$ cat src/rtl/aac_pkg.sv
// Shared types, codes and reset constants of the alarm arming controller.
`default_nettype none
package aac_pkg;

    // Default counter register width in bits.
    localparam int TIME_WIDTH_DEF = 20;

    // Register reset values, cut to the register width where used.
    localparam logic [31:0] TRIG_MS_RESET = 32'd10000;
    localparam logic [31:0] FB_MS_RESET   = 32'd500;

    // Register indexes.
    localparam logic REG_TRIG_MS = 1'b0;
    localparam logic REG_FB_MS   = 1'b1;

    typedef enum logic [3:0] {
        ST_UNCONF    = 4'b0001,
        ST_UNLOCKED  = 4'b0010,
        ST_LOCKED    = 4'b0100,
        ST_TRIGGERED = 4'b1000
    } t_arm_state;

    typedef enum logic [2:0] {
        REQ_TICK     = 3'd0,
        REQ_SENSOR   = 3'd1,
        REQ_REMOTE   = 3'd2,
        REQ_EXTERNAL = 3'd3,
        REQ_CONFIGED = 3'd4,
        REQ_FEEDBACK = 3'd5
    } t_req;

    typedef enum logic [1:0] {
        EV_NONE    = 2'd0,
        EV_CHANGED = 2'd1,
        EV_FAILED  = 2'd2
    } t_event;

    typedef enum logic [1:0] {
        STS_UNCONF    = 2'd0,
        STS_UNLOCKED  = 2'd1,
        STS_LOCKED    = 2'd2,
        STS_TRIGGERED = 2'd3
    } t_status;

    // ASCII characters of the external status request.
    localparam logic [7:0] CH_LOCK   = 8'h31;
    localparam logic [7:0] CH_UNLOCK = 8'h32;
    localparam logic [7:0] CH_TRIG   = 8'h33;
    localparam logic [7:0] CH_FIVE   = 8'h35;
    localparam logic [7:0] CH_NINE   = 8'h39;

    function automatic t_status state_code(input t_arm_state s);
        t_status c;
        unique case (s)
            ST_UNCONF:    c = STS_UNCONF;
            ST_UNLOCKED:  c = STS_UNLOCKED;
            ST_LOCKED:    c = STS_LOCKED;
            ST_TRIGGERED: c = STS_TRIGGERED;
            default:      c = STS_UNCONF;
        endcase
        return c;
    endfunction

endpackage
`default_nettype wire

$ cat src/rtl/alarm_arming_controller_unit.sv
// Alarm arming controller: state, elapsed counters, register port and result path.
`default_nettype none
// Usage
//   Input channel (i_in_valid / o_in_stall) carries one request item: i_req_type
//   (tick, sensor edge, remote press, external status, configured, feedback)
//   and i_ext_code, the ASCII character of an external status request.
//   Output channel (o_out_valid / i_out_stall) returns one result item per
//   request: o_alarm_on, o_status and o_event_res.
//   Each item is worked combinationally: the state update and the alarm compare
//   sit between the input handshake and the output register, or the skid entry
//   when the output result is not taken; an item can enter every cycle unless stalled.
//   A one-entry skid register behind the output register holds a result while
//   the receiver stalls; o_in_stall rises only when the skid entry is full,
//   so one more item is taken after the output stalls.
//   The APB port holds trigger_alarm_ms (addr 0) and feedback_alarm_ms
//   (addr 4); pready is always high, write during idle only.
//   Synchronous reset: unconfigured, both counters expired (all ones),
//   no feedback seen, output and skid empty, registers to 10000 and 500.
module alarm_arming_controller_unit #(
    parameter int TIME_WIDTH = aac_pkg::TIME_WIDTH_DEF
) (
    input  wire logic                  i_clk,
    input  wire logic                  i_rst_n,
    // request channel
    input  wire logic                  i_in_valid,
    output logic                       o_in_stall,
    input  wire logic [2:0]            i_req_type,
    input  wire logic [7:0]            i_ext_code,
    // result channel
    output logic                       o_out_valid,
    input  wire logic                  i_out_stall,
    output logic                       o_alarm_on,
    output logic [1:0]                 o_status,
    output logic [1:0]                 o_event_res,
    // register port
    input  wire logic                  psel,
    input  wire logic                  penable,
    input  wire logic                  pwrite,
    input  wire logic [2:0]            paddr,
    input  wire logic [31:0]           pwdata,
    output logic [31:0]                prdata,
    output logic                       pready
);

    localparam int CW = TIME_WIDTH + 1;    // elapsed counters, one bit wider

    // configuration registers
    logic [TIME_WIDTH-1:0] r_trig_ms;
    logic [TIME_WIDTH-1:0] r_fb_ms;

    // block state
    aac_pkg::t_arm_state r_state, n_state;
    logic [CW-1:0]       r_since_trig, n_since_trig;
    logic [CW-1:0]       r_since_fb, n_since_fb;
    logic                r_fb_seen, n_fb_seen;

    // result path: output register and skid entry
    logic                r_out_valid;
    logic                r_out_alarm;
    aac_pkg::t_status    r_out_status;
    aac_pkg::t_event     r_out_event;
    logic                r_skd_valid;
    logic                r_skd_alarm;
    aac_pkg::t_status    r_skd_status;
    aac_pkg::t_event     r_skd_event;

    logic                in_accept;
    logic                out_take;
    logic                cfg_write;
    aac_pkg::t_event     n_event;
    logic                n_alarm;
    logic                do_move;
    aac_pkg::t_arm_state move_target;

    assign in_accept = i_in_valid && !o_in_stall;
    assign out_take  = r_out_valid && !i_out_stall;
    assign cfg_write = psel && penable && pwrite && pready;

    // ---------------- register port ----------------
    assign pready = 1'b1;

    always_comb begin
        if (paddr[2] == aac_pkg::REG_FB_MS) begin
            prdata = 32'(r_fb_ms);
        end else begin
            prdata = 32'(r_trig_ms);
        end
    end

    always_ff @(posedge i_clk) begin
        if (!i_rst_n) begin
            r_trig_ms <= aac_pkg::TRIG_MS_RESET[TIME_WIDTH-1:0];
            r_fb_ms   <= aac_pkg::FB_MS_RESET[TIME_WIDTH-1:0];
        end else if (cfg_write) begin
            if (paddr[2] == aac_pkg::REG_TRIG_MS) begin
                r_trig_ms <= pwdata[TIME_WIDTH-1:0];
            end else begin
                r_fb_ms <= pwdata[TIME_WIDTH-1:0];
            end
        end
    end

    // ---------------- next state ----------------
    // First pick whether the request moves the state and where to; then the
    // move side effects (feedback beep on lock/unlock swaps, trigger timer
    // restart on entering triggered) are applied in one place.
    always_comb begin
        do_move     = 1'b0;
        move_target = r_state;
        n_event     = aac_pkg::EV_NONE;
        n_state     = r_state;
        n_since_trig = r_since_trig;
        n_since_fb   = r_since_fb;
        n_fb_seen    = r_fb_seen;

        case (i_req_type)
            aac_pkg::REQ_TICK: begin
                // saturate at all ones
                if (!(&r_since_trig)) n_since_trig = r_since_trig + CW'(1);
                if (!(&r_since_fb))   n_since_fb   = r_since_fb + CW'(1);
            end
            aac_pkg::REQ_SENSOR: begin
                if (r_state == aac_pkg::ST_LOCKED) begin
                    do_move     = 1'b1;
                    move_target = aac_pkg::ST_TRIGGERED;
                end
            end
            aac_pkg::REQ_REMOTE: begin
                if (r_state == aac_pkg::ST_UNLOCKED) begin
                    do_move     = 1'b1;
                    move_target = aac_pkg::ST_LOCKED;
                end else if (r_state != aac_pkg::ST_UNCONF) begin
                    do_move     = 1'b1;
                    move_target = aac_pkg::ST_UNLOCKED;
                end
            end
            aac_pkg::REQ_EXTERNAL: begin
                // one ASCII digit; a non-digit, '0' and '4' are ignored
                case (i_ext_code) inside
                    aac_pkg::CH_LOCK: begin
                        do_move     = 1'b1;
                        move_target = aac_pkg::ST_LOCKED;
                    end
                    aac_pkg::CH_UNLOCK: begin
                        do_move     = 1'b1;
                        move_target = aac_pkg::ST_UNLOCKED;
                    end
                    aac_pkg::CH_TRIG: begin
                        do_move     = 1'b1;
                        move_target = aac_pkg::ST_TRIGGERED;
                    end
                    [aac_pkg::CH_FIVE:aac_pkg::CH_NINE]: n_event = aac_pkg::EV_FAILED;
                    default: ;
                endcase
            end
            aac_pkg::REQ_CONFIGED: begin
                if (r_state == aac_pkg::ST_UNCONF) n_state = aac_pkg::ST_UNLOCKED;
            end
            aac_pkg::REQ_FEEDBACK: begin
                n_since_fb = '0;
                n_fb_seen  = 1'b1;
            end
            default: ;
        endcase

        if (do_move) begin
            n_event = aac_pkg::EV_CHANGED;
            n_state = move_target;
            if ((r_state == aac_pkg::ST_LOCKED && move_target == aac_pkg::ST_UNLOCKED) ||
                (r_state == aac_pkg::ST_UNLOCKED && move_target == aac_pkg::ST_LOCKED)) begin
                n_since_fb = '0;
                n_fb_seen  = 1'b1;
            end
            if (move_target == aac_pkg::ST_TRIGGERED) n_since_trig = '0;
        end

        // alarm drive after this item
        n_alarm = (n_state == aac_pkg::ST_TRIGGERED && n_since_trig <= CW'(r_trig_ms)) ||
                  (n_fb_seen && n_since_fb <= CW'(r_fb_ms));
    end

    always_ff @(posedge i_clk) begin
        if (!i_rst_n) begin
            r_state      <= aac_pkg::ST_UNCONF;
            r_since_trig <= '1;
            r_since_fb   <= '1;
            r_fb_seen    <= 1'b0;
        end else if (in_accept) begin
            r_state      <= n_state;
            r_since_trig <= n_since_trig;
            r_since_fb   <= n_since_fb;
            r_fb_seen    <= n_fb_seen;
        end
    end

    // ---------------- result path ----------------
    // Skid is only written when the output holds a result that is not taken;
    // input stalls while the skid is full, so no accept meets a full skid.
    always_ff @(posedge i_clk) begin
        if (!i_rst_n) begin
            r_out_valid <= 1'b0;
            r_skd_valid <= 1'b0;
        end else begin
            if (in_accept && (!r_out_valid || out_take)) begin
                r_out_valid <= 1'b1;
            end else if (in_accept) begin
                r_skd_valid <= 1'b1;
            end else if (out_take) begin
                r_out_valid <= r_skd_valid;
                r_skd_valid <= 1'b0;
            end
        end
    end

    always_ff @(posedge i_clk) begin
        if (in_accept && (!r_out_valid || out_take)) begin
            r_out_alarm  <= n_alarm;
            r_out_status <= aac_pkg::state_code(n_state);
            r_out_event  <= n_event;
        end else if (in_accept) begin
            r_skd_alarm  <= n_alarm;
            r_skd_status <= aac_pkg::state_code(n_state);
            r_skd_event  <= n_event;
        end else if (out_take) begin
            r_out_alarm  <= r_skd_alarm;
            r_out_status <= r_skd_status;
            r_out_event  <= r_skd_event;
        end
    end

    assign o_in_stall  = r_skd_valid;
    assign o_out_valid = r_out_valid;
    assign o_alarm_on  = r_out_alarm;
    assign o_status    = r_out_status;
    assign o_event_res = r_out_event;

    // ---------------- checks ----------------
    a_skid_behind_out: assert property (@(posedge i_clk) disable iff (!i_rst_n)
        r_skd_valid |-> r_out_valid)
        else $error("skid entry full while output register empty");

    a_accept_gives_result: assert property (@(posedge i_clk) disable iff (!i_rst_n)
        in_accept |=> r_out_valid)
        else $error("accepted item produced no result");

    a_lock_beep: assert property (@(posedge i_clk) disable iff (!i_rst_n)
        (in_accept && r_state == aac_pkg::ST_UNLOCKED && n_state == aac_pkg::ST_LOCKED)
        |=> (r_since_fb == '0 && r_fb_seen))
        else $error("locking did not start the feedback beep");

    a_trigger_restart: assert property (@(posedge i_clk) disable iff (!i_rst_n)
        (in_accept && n_state == aac_pkg::ST_TRIGGERED && r_state != aac_pkg::ST_TRIGGERED)
        |=> (r_since_trig == '0))
        else $error("entering triggered did not restart the trigger timer");

endmodule
`default_nettype wire

$ cat config.mk
export PLATFORM = sky130hd
export DESIGN_NAME = alarm_arming_controller_unit
export DESIGN_NICKNAME = d
export VERILOG_FILES = /design/src/rtl/aac_pkg.sv /design/src/rtl/alarm_arming_controller_unit.sv
export SDC_FILE = /design/constraint.sdc
export NUM_CORES = 1
export LEC_CHECK = 0
export BUFFER_PORTS_ARGS = -buffer_cell sky130_fd_sc_hd__buf_2
export CELL_PAD_IN_SITES_DETAIL_PLACEMENT = 2
export CELL_PAD_IN_SITES_GLOBAL_PLACEMENT = 2
export CORE_UTILIZATION = 34
export DETAILED_ROUTE_END_ITERATION = 12
export PLACE_DENSITY = 0.84
export SLEW_MARGIN = 10
export SYNTH_ARGS = -nofsm -noshare
export SYNTH_HDL_FRONTEND = slang
export SYNTH_SLANG_ARGS = --single-unit
$ cat constraint.sdc
create_clock -name i_clk -period 4.47 [get_ports i_clk]
set_input_delay 0.6705 -clock i_clk [delete_from_list [all_inputs] [get_ports i_clk]]
set_output_delay 0.6705 -clock i_clk [all_outputs]
set_load 0.01 [all_outputs]
Word level (Yosys, flattened, before mapping)
Index checks and enable logic that the tools add are counted.
{"block": "totals", "register_bits": 99, "input_bits": 53}
{"block": "op_classes", "mux": 50, "n_reduce_logical": 26, "n_lt_le_gt_ge": 4, "bitwise_logic": 2, "n_eq_ne": 19, "n_addsub": 2}
{"op": "$mux W21", "count": 7}
{"op": "$add A21 B1 Y21 const B", "count": 2}
{"op": "$le A21 B20 Y1", "count": 2}
{"op": "$pmux W21 S2", "count": 1}
{"op": "$reduce_and A21 Y1", "count": 2}
{"op": "$mux W4", "count": 9}
{"op": "$eq A8 B6 Y1 const B", "count": 3}
{"op": "$mux W2", "count": 12}
{"op": "$mux W20", "count": 1}
{"op": "$mux W1", "count": 17}
{"op": "$eq A4 B2 Y1 const B", "count": 3}
{"op": "$eq A4 B3 Y1 const B", "count": 3}
{"op": "$pmux W4 S3", "count": 1}
{"op": "$logic_and A1 B1 Y1", "count": 10}
{"op": "$reduce_and A2 Y1", "count": 5}
{"op": "$eq A4 B4 Y1 const B", "count": 2}
{"op": "$ge A8 B6 Y1 const B", "count": 1}
{"op": "$le A8 B6 Y1 const B", "count": 1}
{"op": "$eq A3 B2 Y1 const B", "count": 2}
{"op": "$eq A3 B3 Y1 const B", "count": 2}
{"op": "$pmux W2 S3", "count": 1}
{"op": "$eq A4 B1 Y1 const B", "count": 1}
{"op": "$ne A4 B1 Y1 const B", "count": 1}
{"op": "$reduce_bool A2 Y1", "count": 2}
{"op": "other kinds (7)", "count": 12}

Longest topological paths before layout
Gate-level depths: netlist of run 1.
{"block": "logic_depth", "word_depth": 14, "depth_mapped": 16, "depth_no_buf": 14}

Worst setup path after synthesis of run 1
OpenSTA, ideal clock, no wires.
{"block": "synth_timing", "path_type": "input port to flip-flop", "from": "input port i_req_type[2]", "to": "register r_out_alarm (netlist: o_alarm_on) (data pin)", "arrival_time_ps": 3863, "t_required_ps": 4318, "path_stages": 14, "path_buffers": 3, "setup_slack_ps": 456, "setup_ps": 152, "cell_sequence": "buf_2 nand3b_1 o311ai_1 a21o_1 buf_2 buf_2 nor2_1 ha_1 a2111oi_0 o21ai_0 a211oi_1 o31ai_1 a32o_1 a31oi_1"}
{"block": "synth_via", "elab_chain_cells": 11, "word_cells_on_any_way": 32, "classes_between": "2 x order compare; 9 x eq/ne; 14 x mux; 7 x reduce/logical"}
{"element": "start: declaration", "line": "alarm_arming_controller_unit.sv:27", "rtl": "input wire logic [2:0] i_req_type,"}
{"element": "$eq A3 B2 Y1 / $eq A3 B1 Y1 (equally long branches)", "line": "alarm_arming_controller_unit.sv:116", "rtl": "case (i_req_type)"}
{"element": "$pmux W4 S3", "line": "alarm_arming_controller_unit.sv:116"}
{"element": "$eq A4 B2 Y1 / $eq A4 B3 Y1 (equally long branches)", "line": "alarm_arming_controller_unit.sv:169, alarm_arming_controller_unit.sv:170"}
{"element": "$logic_and A1 B1 Y1, on equally long branches", "line": "alarm_arming_controller_unit.sv:169, alarm_arming_controller_unit.sv:170"}
{"element": "$logic_or A1 B1 Y1", "line": "alarm_arming_controller_unit.sv:169", "rtl": "if ((r_state == aac_pkg::ST_LOCKED && move_target == aac_pkg::ST_UNLOCKED) ||"}
{"element": "$mux W21", "line": "alarm_arming_controller_unit.sv:169"}
{"element": "$mux W21 (*)", "line": "alarm_arming_controller_unit.sv:166", "rtl": "if (do_move) begin"}
{"element": "named net n_since_fb[18]", "line": "alarm_arming_controller_unit.sv:54", "rtl": "logic [CW-1:0] r_since_fb, n_since_fb;"}
{"element": "$le A21 B20 Y1 (*)", "line": "alarm_arming_controller_unit.sv:179", "rtl": "(n_fb_seen && n_since_fb <= CW'(r_fb_ms));"}
{"element": "$logic_and A1 B1 Y1 (*)", "line": "alarm_arming_controller_unit.sv:179"}
{"element": "$logic_or A1 B1 Y1 (*)", "line": "alarm_arming_controller_unit.sv:178", "rtl": "n_alarm = (n_state == aac_pkg::ST_TRIGGERED && n_since_trig <= CW'(r_trig_ms)) ||"}
{"element": "$mux W1 (*)", "line": "alarm_arming_controller_unit.sv:216", "rtl": "if (in_accept && (!r_out_valid || out_take)) begin"}
{"element": "end signal: assignment", "line": "alarm_arming_controller_unit.sv:217", "rtl": "r_out_alarm <= n_alarm;"}
{"element": "end signal: assignment", "line": "alarm_arming_controller_unit.sv:225", "rtl": "r_out_alarm <= r_skd_alarm;"}
{"element": "end: declaration", "line": "alarm_arming_controller_unit.sv:59", "rtl": "logic r_out_alarm;"}
Mark *: on every way through the listed nets, which the timed path passes. The rest lies on a longest branch.
A chain may end at the register's enable or synchronous reset.

Worst setup path in the final report of run 1
{"block": "layout_timing", "from": "register r_state[2]", "to": "register r_out_alarm (netlist: o_alarm_on) (data pin)"}
{"block": "layout_via", "word_cells_on_any_way": 37, "classes_between": "2 x order compare; 8 x eq/ne; 21 x mux; 6 x reduce/logical"}
{"element": "start: declaration", "line": "alarm_arming_controller_unit.sv:52", "rtl": "aac_pkg::t_arm_state r_state, n_state;"}
{"element": "start signal: assignment", "line": "alarm_arming_controller_unit.sv:184", "rtl": "r_state <= aac_pkg::ST_UNCONF;"}
{"element": "start signal: assignment", "line": "alarm_arming_controller_unit.sv:189", "rtl": "r_state <= n_state;"}
{"element": "$ne A4 B1 Y1 / $mux W4 (equally long branches)", "line": "alarm_arming_controller_unit.sv:132, alarm_arming_controller_unit.sv:139"}
{"element": "$mux W4, on equally long branches", "line": "alarm_arming_controller_unit.sv:132, alarm_arming_controller_unit.sv:139"}
{"element": "$mux W4, on equally long branches", "line": "alarm_arming_controller_unit.sv:129, alarm_arming_controller_unit.sv:139"}
{"element": "$pmux W4 S3", "line": "alarm_arming_controller_unit.sv:116"}
{"element": "$eq A4 B4 Y1", "line": "alarm_arming_controller_unit.sv:174", "rtl": "if (move_target == aac_pkg::ST_TRIGGERED) n_since_trig = '0;"}
{"element": "$mux W21", "line": "alarm_arming_controller_unit.sv:174"}
{"element": "$mux W21 (*)", "line": "alarm_arming_controller_unit.sv:166"}
{"element": "named net n_since_trig[14]", "line": "alarm_arming_controller_unit.sv:53", "rtl": "logic [CW-1:0] r_since_trig, n_since_trig;"}
{"element": "$le A21 B20 Y1 (*)", "line": "alarm_arming_controller_unit.sv:178"}
{"element": "$logic_and A1 B1 Y1 (*)", "line": "alarm_arming_controller_unit.sv:178"}
{"element": "$logic_or A1 B1 Y1 (*)", "line": "alarm_arming_controller_unit.sv:178"}
{"element": "$mux W1 (*)", "line": "alarm_arming_controller_unit.sv:216"}
Marked as above.

==> impl_metrics.json, run 1 <==
{
  "status": "finished clean",
  "finalPower_mw": 2.32,
  "numCtsBuffers": 9,
  "drive_above_1_share_pct": 14.8,
  "post-route-period-util_pct": 93.2,
  "layoutNonFillerInstCount": 1227,
  "remaining_drc_errors": 0,
  "ios": 93,
  "fin_skew_ps": 8.52,
  "cts_tree": "built",
  "synth_edf_count": 10,
  "yosysTopAreaCell": "dfxtp_1",
  "worst_pin_slew_ps": 1030,
  "clk_pin_slew_ps": 80,
  "critPathMaxFanout": 22,
  "ys_warn_count": 0,
  "dieArea_sq_um": 20600,
  "grt_pass1_vias": 7270,
  "via_count": 6929,
  "antenna_found_initial": 0,
  "end_kind": "flip-flop",
  "ys_ff_latch": 99,
  "num_antenna_cells": 0,
  "fill_cells": 2347,
  "p_leak_nw": 3.14,
  "maxCapViolCount": 0,
  "yosysMostFrequentCell": "nand2_1",
  "max_freq_mhz": 240,
  "grt_use_total_pct": 24.6,
  "synth_ff_type": "dfxtp_1",
  "ant_nets": 0,
  "final_max_slew_viol_count": 0,
  "dp.cells": 1211,
  "synth.top_cell.area_share_pct": 26.2,
  "clock_sinks": 99,
  "arrival_ps": 4370,
  "grt_overflow_total": 0,
  "crit_required_ps": 4680,
  "ys_types": 70,
  "gp_congestion": 0.849,
  "drtPass1Iterations": 4,
  "reg2reg_depth": 14,
  "syn_inst": 908,
  "grt_max_degree": 43,
  "slew_headroom_pct": 30.3,
  "regArea_sq_um": 2080,
  "rsz0062_at_grt": "false",
  "hp-start": "r_trig_ms[14]",
  "holdPathEnd": "r_trig_ms[14]",
  "cts_root_buf": "clkbuf_16",
  "nets": 1052,
  "start_util_pct": 34.9,
  "drtIter0Drc": 371,
  "synth_area_sq_um": 6810,
  "setup_violations": 0,
  "postCtsHoldBufs": 0,
  "ir_drop_mv": 0.182,
  "syn_avg_cell_area_sq_um": 7.49,
  "grt_busiest_layer": "met2",
  "grtUsageMet2_pct": 42.4,
  "port_buffers": 65,
  "p_per_area_nw_per_um2": 301,
  "grt_use_met3_pct": 3.57,
  "wl_per_cell_um": 19.7,
  "totalWireLength_um": 24100,
  "timing.hold.ws_ps": 459,
  "hold_viol": 0,
  "multiInputGateArea_sq_um": 4250,
  "worst_setup_path_start_kind": "flip-flop",
  "cts-htree-levels": 3,
  "die_h_um": 143,
  "design_area_sq_um": 7700,
  "hpwl_um": 18200,
  "clk_latency_ps": 360,
  "viasPerCell": 5.65,
  "hold_depth": 2,
  "crit_type": "flip-flop to flip-flop",
  "dpl-instance-area_sq_um": 7390,
  "tns_ps": 0,
  "hold_class": "flip-flop to flip-flop",
  "r2r-start": "r_state[2]",
  "rrSetupSlack_ps": 310,
  "area_growth_pct": 13.1,
  "synth_common_cells": "nand2_1, a21oi_1, dfxtp_1, inv_1, nor2_1",
  "grt_pass1_wl_um": 39200,
  "grtUsageMet1_pct": 32.6,
  "critPathLaunch": "r_state[2]",
  "reg2reg_to": "o_alarm_on",
  "ys_seq_area_share_pct": 30.6,
  "core_area_sq_um": 19500,
  "cts_buffer_depth": 2,
  "yosys-top-cells-area": "dfxtp_1, nand2_1, ha_1",
  "die_x_um": 143,
  "rows": 51,
  "async_flop_share_pct": 0,
  "finalCriticalPeriod_ps": 4160
}
[metrics by stage]
step	utilization, %	setup slack [ps]
after floorplan	-	456
after global placement	37.9	98.5
after detailed placement	37.9	-95.5
after CTS	39.4	244
after global routing	39.4	8.92
final	39.4	306
[worst max-delay path: stages, from the launching register on]
cell	delay, ps
dfxtp_1	510
nor4b_2	440
o21ai_0	140
a311o_1	360
a211o_1	300
nor2_2	180
buf_4	290
nor2_1	90
ha_1	300
a21o_1	180
a21o_1	170
a21oi_1	290
a221oi_1	220
a211o_1	370
a31oi_1	170
[what timing repair did]
| action | in CTS | in global routing |
|---|---|---|
| endpoints found under the hold margin | 0 | 0 |
| resized for setup | 0 | 3 |
| buffers inserted | 0 | 0 |
| endpoints found under the setup margin | 0 | 2 |
[cell type report]
| class | count | area share [%] |
|---|---|---|
| tap | 265 | 4.31 |
| sequential | 99 | 27.0 |
| clock inverter | 7 | 0.829 |
| multi-input combinational | 697 | 55.2 |
| timing repair buffer | 93 | 6.96 |
| clock buffer | 9 | 2.93 |
| inverter | 57 | 2.78 |
[cells by family after synthesis]
| family | share of synthesized area [%] |
|---|---|
| simple gates | 26.2 |
| fa+ha+maj | 7.72 |
| flops | 30.6 |
| buf+inv | 7.91 |
| compound gates | 24.8 |
| other cells | 0.110 |
| mux | 1.10 |
| xor+xnor | 1.54 |
[cell usage in the layout, fill, tap and decap left out, types with 4 or more instances in the layout]
cell type | synthesis | final
dfxtp_1 | 89 | 89
mux2_2 | 4 | 4
nand2b_1 | 9 | 8
or2_2 | 11 | 11
and2_1 | 5 | 5
ha_1 | 42 | 42
a211o_1 | 9 | 9
nor4_1 | 5 | 5
a21oi_1 | 90 | 90
a21o_1 | 12 | 12
conb_1 | 2 | 13
o21a_1 | 6 | 6
buf_2 | 9 | 65
o31a_1 | 4 | 4
o211ai_1 | 28 | 28
and4_1 | 7 | 7
xor2_1 | 5 | 5
o21ai_0 | 50 | 50
xnor2_1 | 7 | 7
edfxtp_1 | 10 | 10
buf_4 | 13 | 28
and3_1 | 5 | 5
nand4_1 | 29 | 29
nand3_1 | 37 | 37
nor2_1 | 52 | 50
inv_6 | 0 | 6
nor3_1 | 18 | 17
inv_1 | 57 | 56
o31ai_1 | 12 | 12
clkbuf_16 | 0 | 9
a31oi_1 | 6 | 6
or3_1 | 13 | 13
or4_1 | 4 | 4
a22oi_1 | 4 | 4
nor2b_1 | 4 | 4
nand2_1 | 144 | 144
a211oi_1 | 7 | 7
[power by group]
| part | total [mW] | switching [mW] | internal [mW] |
|---|---|---|---|
| Sequential | 0.977 | 0.0430 | 0.934 |
| Combinational | 0.529 | 0.336 | 0.192 |
| Clock | 0.810 | 0.415 | 0.395 |
[flip-flops by register name, summed over array words and instances (netlist names), 2 cells and up]
signal and flops:
o_event_res 2, o_status 2, r_fb_ms 20, r_since_fb 21, r_since_trig 21, r_skd_event 2
r_skd_status 2, r_state 4, r_trig_ms 20
[worst max path at each step]
stage,depth (start not counted),to
2_1_floorplan,14,o_alarm_on
3_3_place_gp,14,o_alarm_on
3_5_place_dp,14,o_alarm_on
4_1_cts,14,o_alarm_on
5_1_grt,13,o_alarm_on
6_report,14,o_alarm_on
[metal layers]
layer | vias to the layer above | wire (um)
met5 | - | 0
met4 | 0 | 335
met3 | 19 | 720
met2 | 125 | 11600
met1 | 3440 | 11500
li1 | 3345 | -
Power figures use the tool's default switching activity.
==> run 2: changes to the inputs <==
Settings changed: CAP_MARGIN set to 20.
Clock period 4.47 ns to 4.8 ns, I/O delays scaled along.
==> run 2 against run 1 <==
  * Worst setup slack gained 170 ps
  * Register-to-register slack gained 170 ps
  * Global-route usage increased by 1.3 points
  * Combinational power shrank 5.3%
  * Critical path depth decreased by 1
  * Worst hold slack is essentially flat
  * Clock skew up 3.2 ps
  * Final area down 0.39%
  * Highest routed layer unchanged
==> impl_metrics.json, run 2 (same netlist as run 1, synthesis figures left out) <==
{
  "p_leak_nw": 3.12,
  "cts_buffer_depth": 2,
  "final_max_slew_viol_count": 0,
  "end_kind": "flip-flop",
  "cts_tree": "built",
  "viasPerCell": 5.79,
  "grt_pass1_vias": 7477,
  "status": "finished clean",
  "worst_pin_slew_ps": 1110,
  "port_buffers": 65,
  "remaining_drc_errors": 0,
  "final_util_pct": 39.3,
  "tns_ps": 0,
  "rows": 51,
  "hold_class": "flip-flop to flip-flop",
  "hpwl_um": 18300,
  "drt-met1-wl_um": 11400,
  "wl_per_cell_um": 20.8,
  "num_antenna_cells": 0,
  "top_regs": "r_since_fb x21, r_since_trig x21",
  "crit_slowest_cell": "or3_1",
  "arrival_ps": 4510,
  "finalCriticalPeriod_ps": 4320,
  "slew_headroom_pct": 25.7,
  "grt_pass1_wl_um": 40900,
  "cp_top_family": "compound AO/OA/AOI/OAI gates",
  "top_layer_used": "met4",
  "path_cells": "buf_2 > or3_1 > a21o_1 > nor4_1 > mux2_2 > nor2_1 > ha_1 > a2111oi_0 > o21ai_0 > a211oi_1 > o31ai_1 > a32o_1 > a31oi_1",
  "clock_sinks": 99,
  "mostFrequentLayoutCells": "nand2_1, a21oi_1, dfxtp_1",
  "die_x_um": 143,
  "cpPeakStageDelay_ps": 590,
  "hold_viol": 0,
  "area_growth_pct": 12.7,
  "rsz0062_at_grt": "false",
  "setup_ws_ps": 477,
  "via_count": 7078,
  "critPathMaxFanout": 12,
  "clk_latency_ps": 370,
  "grt_overflow_total": 0,
  "fin_skew_ps": 11.7,
  "gp_congestion": 0.822,
  "nets": 1047,
  "wl_met3_um": 952,
  "cts.repair.resized": 0,
  "totalWireLength_um": 25400,
  "start_util_pct": 34.9,
  "crit_type": "input pin to flip-flop",
  "pre_cts_ws_ps": 293,
  "setup_violations": 0,
  "postCtsSetupBuffers": 0,
  "maxCapViolCount": 0,
  "worst_setup_path_start_kind": "input pin",
  "clk_pin_slew_ps": 80,
  "grt_use_total_pct": 25.9,
  "post-route-period-util_pct": 90.1,
  "ir_drop_mv": 0.178,
  "crit_required_ps": 4990,
  "crit_buf_inv": 1,
  "die_h_um": 143,
  "drtIter0Drc": 361,
  "ant_nets": 0,
  "postCtsHoldBufs": 0,
  "wl_met2_um": 12500,
  "drtPass1Iterations": 5,
  "drive_above_1_share_pct": 14.0,
  "antenna_found_initial": 0,
  "p_per_area_nw_per_um2": 288,
  "max_freq_mhz": 231,
  "cts_root_buf": "clkbuf_16",
  "final_common_cell": "nand2_1",
  "grt_max_degree": 45,
  "numCtsBuffers": 9,
  "ios": 93,
  "core_area_sq_um": 19500,
  "dieArea_sq_um": 20600,
  "fill_cells": 2368,
  "cts-htree-levels": 3
}
==> run 2: per-stage QoR <==
stage	hold WS, ps	std cells	total power [mW]	area, sq um
finish	459	1222	2.21	7670
global route	482	1222	2.31	7670
CTS	463	1222	2.23	7670
detailed placement	452	1206	1.41	7360
global placement	443	1206	1.38	7360
floorplan	436	919	1.25	6850
==> run 2: final timing paths <==
kind	slack (ps)	endpoint	start	depth (start not counted)
setup / recovery	480	o_alarm_on	i_req_type[0]	13
hold reg to reg	460	r_trig_ms[1]	r_trig_ms[1]	2
hold / removal	460	r_trig_ms[1]	r_trig_ms[1]	2
setup reg to reg	480	o_alarm_on	r_since_fb[0]	14
==> run 2: final cells by class <==
type,instances,area [sq um],area share (%)
Timing Repair Buffer,88,498,6.49
Inverter,57,214,2.79
Multi-Input combinational cell,697,4230,55.2
Sequential cell,99,2080,27.1
Clock inverter,7,86.3,1.13
Tap cell,265,332,4.32
Clock buffer,9,225,2.94
==> run 2: where the power goes <==
group | internal, mW | switching (mW) | leakage [nW]
sequential | 0.870 | 0.0398 | 0.825
combinational | 0.177 | 0.324 | 2.15
clock | 0.415 | 0.383 | 0.150
==> run 2: worst register-to-register path: stages, from the launching register on <==
cell and delay (ps):
dfxtp_1 410, ha_1 390, inv_1 160, nor3_1 520, a21o_1 280, nor4_1 90, mux2_2 290, nor2_1 100
ha_1 270, a2111oi_0 460, o21ai_0 220, a211oi_1 300, o31ai_1 140, a32o_1 290, a31oi_1 240
==> run 2: metal layers <==
layer,GRT usage (%),vias up
li1,-,3351
met1,33.1,3537
met2,44.6,154
met3,3.60,36
met4,8.57,0
met5,0,-
==> run 3: changes to the inputs <==
Settings changed: CORE_MARGIN set to 5.
Clock period 4.8 ns to 4.3 ns, I/O delays scaled along.
==> run 3 against run 2 <==
  * Sequential power rose by 12%
  * Non-clock buffer count rose by 9
  * Clock skew grew 6.9 ps
  * Wire length decreased by 1.7%
  * First-iteration DRC count shrank 7.8%
  * Utilization is 0.29 points higher
  * Sequential share of layout area decreased by 0.28 points
  * Final area is 1.1% higher
  * Total power up 9.5%
  * Combinational power up 11%
  * Die area increased by 11%
  * Critical path depth stayed put
  * Critical path type is now flip-flop to flip-flop
==> impl_metrics.json, run 3 (same netlist as run 1, synthesis figures left out) <==
{
  "hold_depth": 2,
  "ir_drop_mv": 0.190,
  "cts_buffer_depth": 2,
  "cts.repair.resized": 0,
  "drive_above_1_share_pct": 14.9,
  "final_common_cell": "nand2_1",
  "wl_per_cell_um": 20.3,
  "rows": 51,
  "drtPass1Iterations": 4,
  "mostFrequentLayoutCells": "nand2_1, a21oi_1, dfxtp_1",
  "area_growth_pct": 13.9,
  "grt_overflow_total": 0,
  "grt_pass1_wl_um": 39900,
  "p_leak_nw": 3.16,
  "reg2reg_to": "o_alarm_on",
  "critPathLaunch": "r_state[2]",
  "fin_skew_ps": 18.6,
  "slew_headroom_pct": 45.1,
  "postCtsHoldBufs": 0,
  "clk_pin_slew_ps": 80,
  "via_count": 7025,
  "final_max_slew_viol_count": 0,
  "rrSetupSlack_ps": 250,
  "r2r-start": "r_state[2]",
  "rsz0062_at_grt": "false",
  "ios": 93,
  "cts_root_buf": "clkbuf_16",
  "worst_pin_slew_ps": 824,
  "p_per_area_nw_per_um2": 312,
  "drtIter0Drc": 333,
  "port_buffers": 65,
  "postCtsSetupBuffers": 0,
  "end_kind": "flip-flop",
  "worst_setup_path_start_kind": "flip-flop",
  "finalCriticalPeriod_ps": 4050,
  "cts_tree": "built",
  "totalWireLength_um": 25000,
  "status": "finished clean",
  "nets": 1056,
  "crit_type": "flip-flop to flip-flop",
  "viasPerCell": 5.71,
  "dieArea_sq_um": 22900,
  "crit_required_ps": 4500,
  "antenna_found_initial": 0,
  "ant_nets": 0,
  "top_regs": "r_since_fb x21, r_since_trig x21",
  "remaining_drc_errors": 0,
  "grt_use_total_pct": 21.9,
  "die_h_um": 151,
  "clk_latency_ps": 370,
  "setup_ws_ps": 249,
  "maxCapViolCount": 0,
  "reg2reg_depth": 13,
  "core_area_sq_um": 19600,
  "gp_congestion": 0.862,
  "start_util_pct": 34.7,
  "grt_max_degree": 50,
  "grt_pass1_vias": 7533,
  "hold_class": "flip-flop to flip-flop",
  "tns_ps": 0,
  "final_util_pct": 39.6,
  "clock_sinks": 99,
  "hp-start": "r_trig_ms[14]",
  "post-route-period-util_pct": 94.2,
  "critPathMaxFanout": 13,
  "num_antenna_cells": 0,
  "critical_path.endpoint": "o_alarm_on",
  "arrival_ps": 4250,
  "setup_violations": 0,
  "cts-htree-levels": 3,
  "die_x_um": 151,
  "hold_viol": 0,
  "pre_cts_ws_ps": 125,
  "hpwl_um": 18700,
  "max_freq_mhz": 247,
  "numCtsBuffers": 9
}
## run 3: changes by cell type in the layout (fill, tap and decap cells not counted), sizes merged
cell / delta
buf: +9
bufinv: -1
clkinv: -2
inv: +3
## run 3: how the worst min path moves through the flow
stage | to | slack (ps)
floorplan | r_trig_ms[11] | 440
global placement | r_trig_ms[18] | 440
detailed placement | r_trig_ms[17] | 460
CTS | r_trig_ms[17] | 470
global route | r_trig_ms[7] | 490
finish | r_trig_ms[14] | 460
## run 3: per-stage QoR
| step | cells | cell area [sq um] | hold WS (ps) | power, mW |
|---|---|---|---|---|
| 2_1_floorplan | 919 | 6850 | 436 | 1.39 |
| 3_3_place_gp | 1215 | 7450 | 442 | 1.55 |
| 3_5_place_dp | 1215 | 7450 | 456 | 1.58 |
| 4_1_cts | 1231 | 7740 | 467 | 2.44 |
| 5_1_grt | 1231 | 7750 | 492 | 2.54 |
| 6_report | 1231 | 7750 | 459 | 2.42 |
## run 3: per-layer routing
metal	vias up	GRT usage (%)	share of wire, %
met3	28	3.81	3.5
met1	3530	28.3	45
met2	106	38.1	49
li1	3361	-	-
met4	0	5.26	1.9
met5	-	0	0
## run 3: power by group
group | leakage, nW | total [mW] | internal, mW | switching, mW
clock network | 0.142 | 0.847 | 0.410 | 0.437
registers | 0.825 | 1.02 | 0.971 | 0.0456
logic | 2.19 | 0.555 | 0.203 | 0.352
total | 3.16 | 2.42 | 1.58 | 0.835
## run 3: layout make-up
cell class                 instances  area [sq um]
fill                            2327         11800
multi-input combinational        697          4240
sequential                        99          2080
timing repair buffer              97           591
tap                              265           332
clock buffer                       9           225
inverter                          57           214
clock inverter                     7          65.1
## run 3: worst max-delay path: stages, from the launching register on
cell	delay [ps]
dfxtp_1	500
or4b_4	540
or4b_4	540
o41ai_2	90
a21o_2	240
buf_12	160
a21oi_1	80
ha_1	250
a2111oi_0	420
o21ai_0	210
a211oi_1	250
o31ai_1	130
a32o_1	300
a31oi_1	190
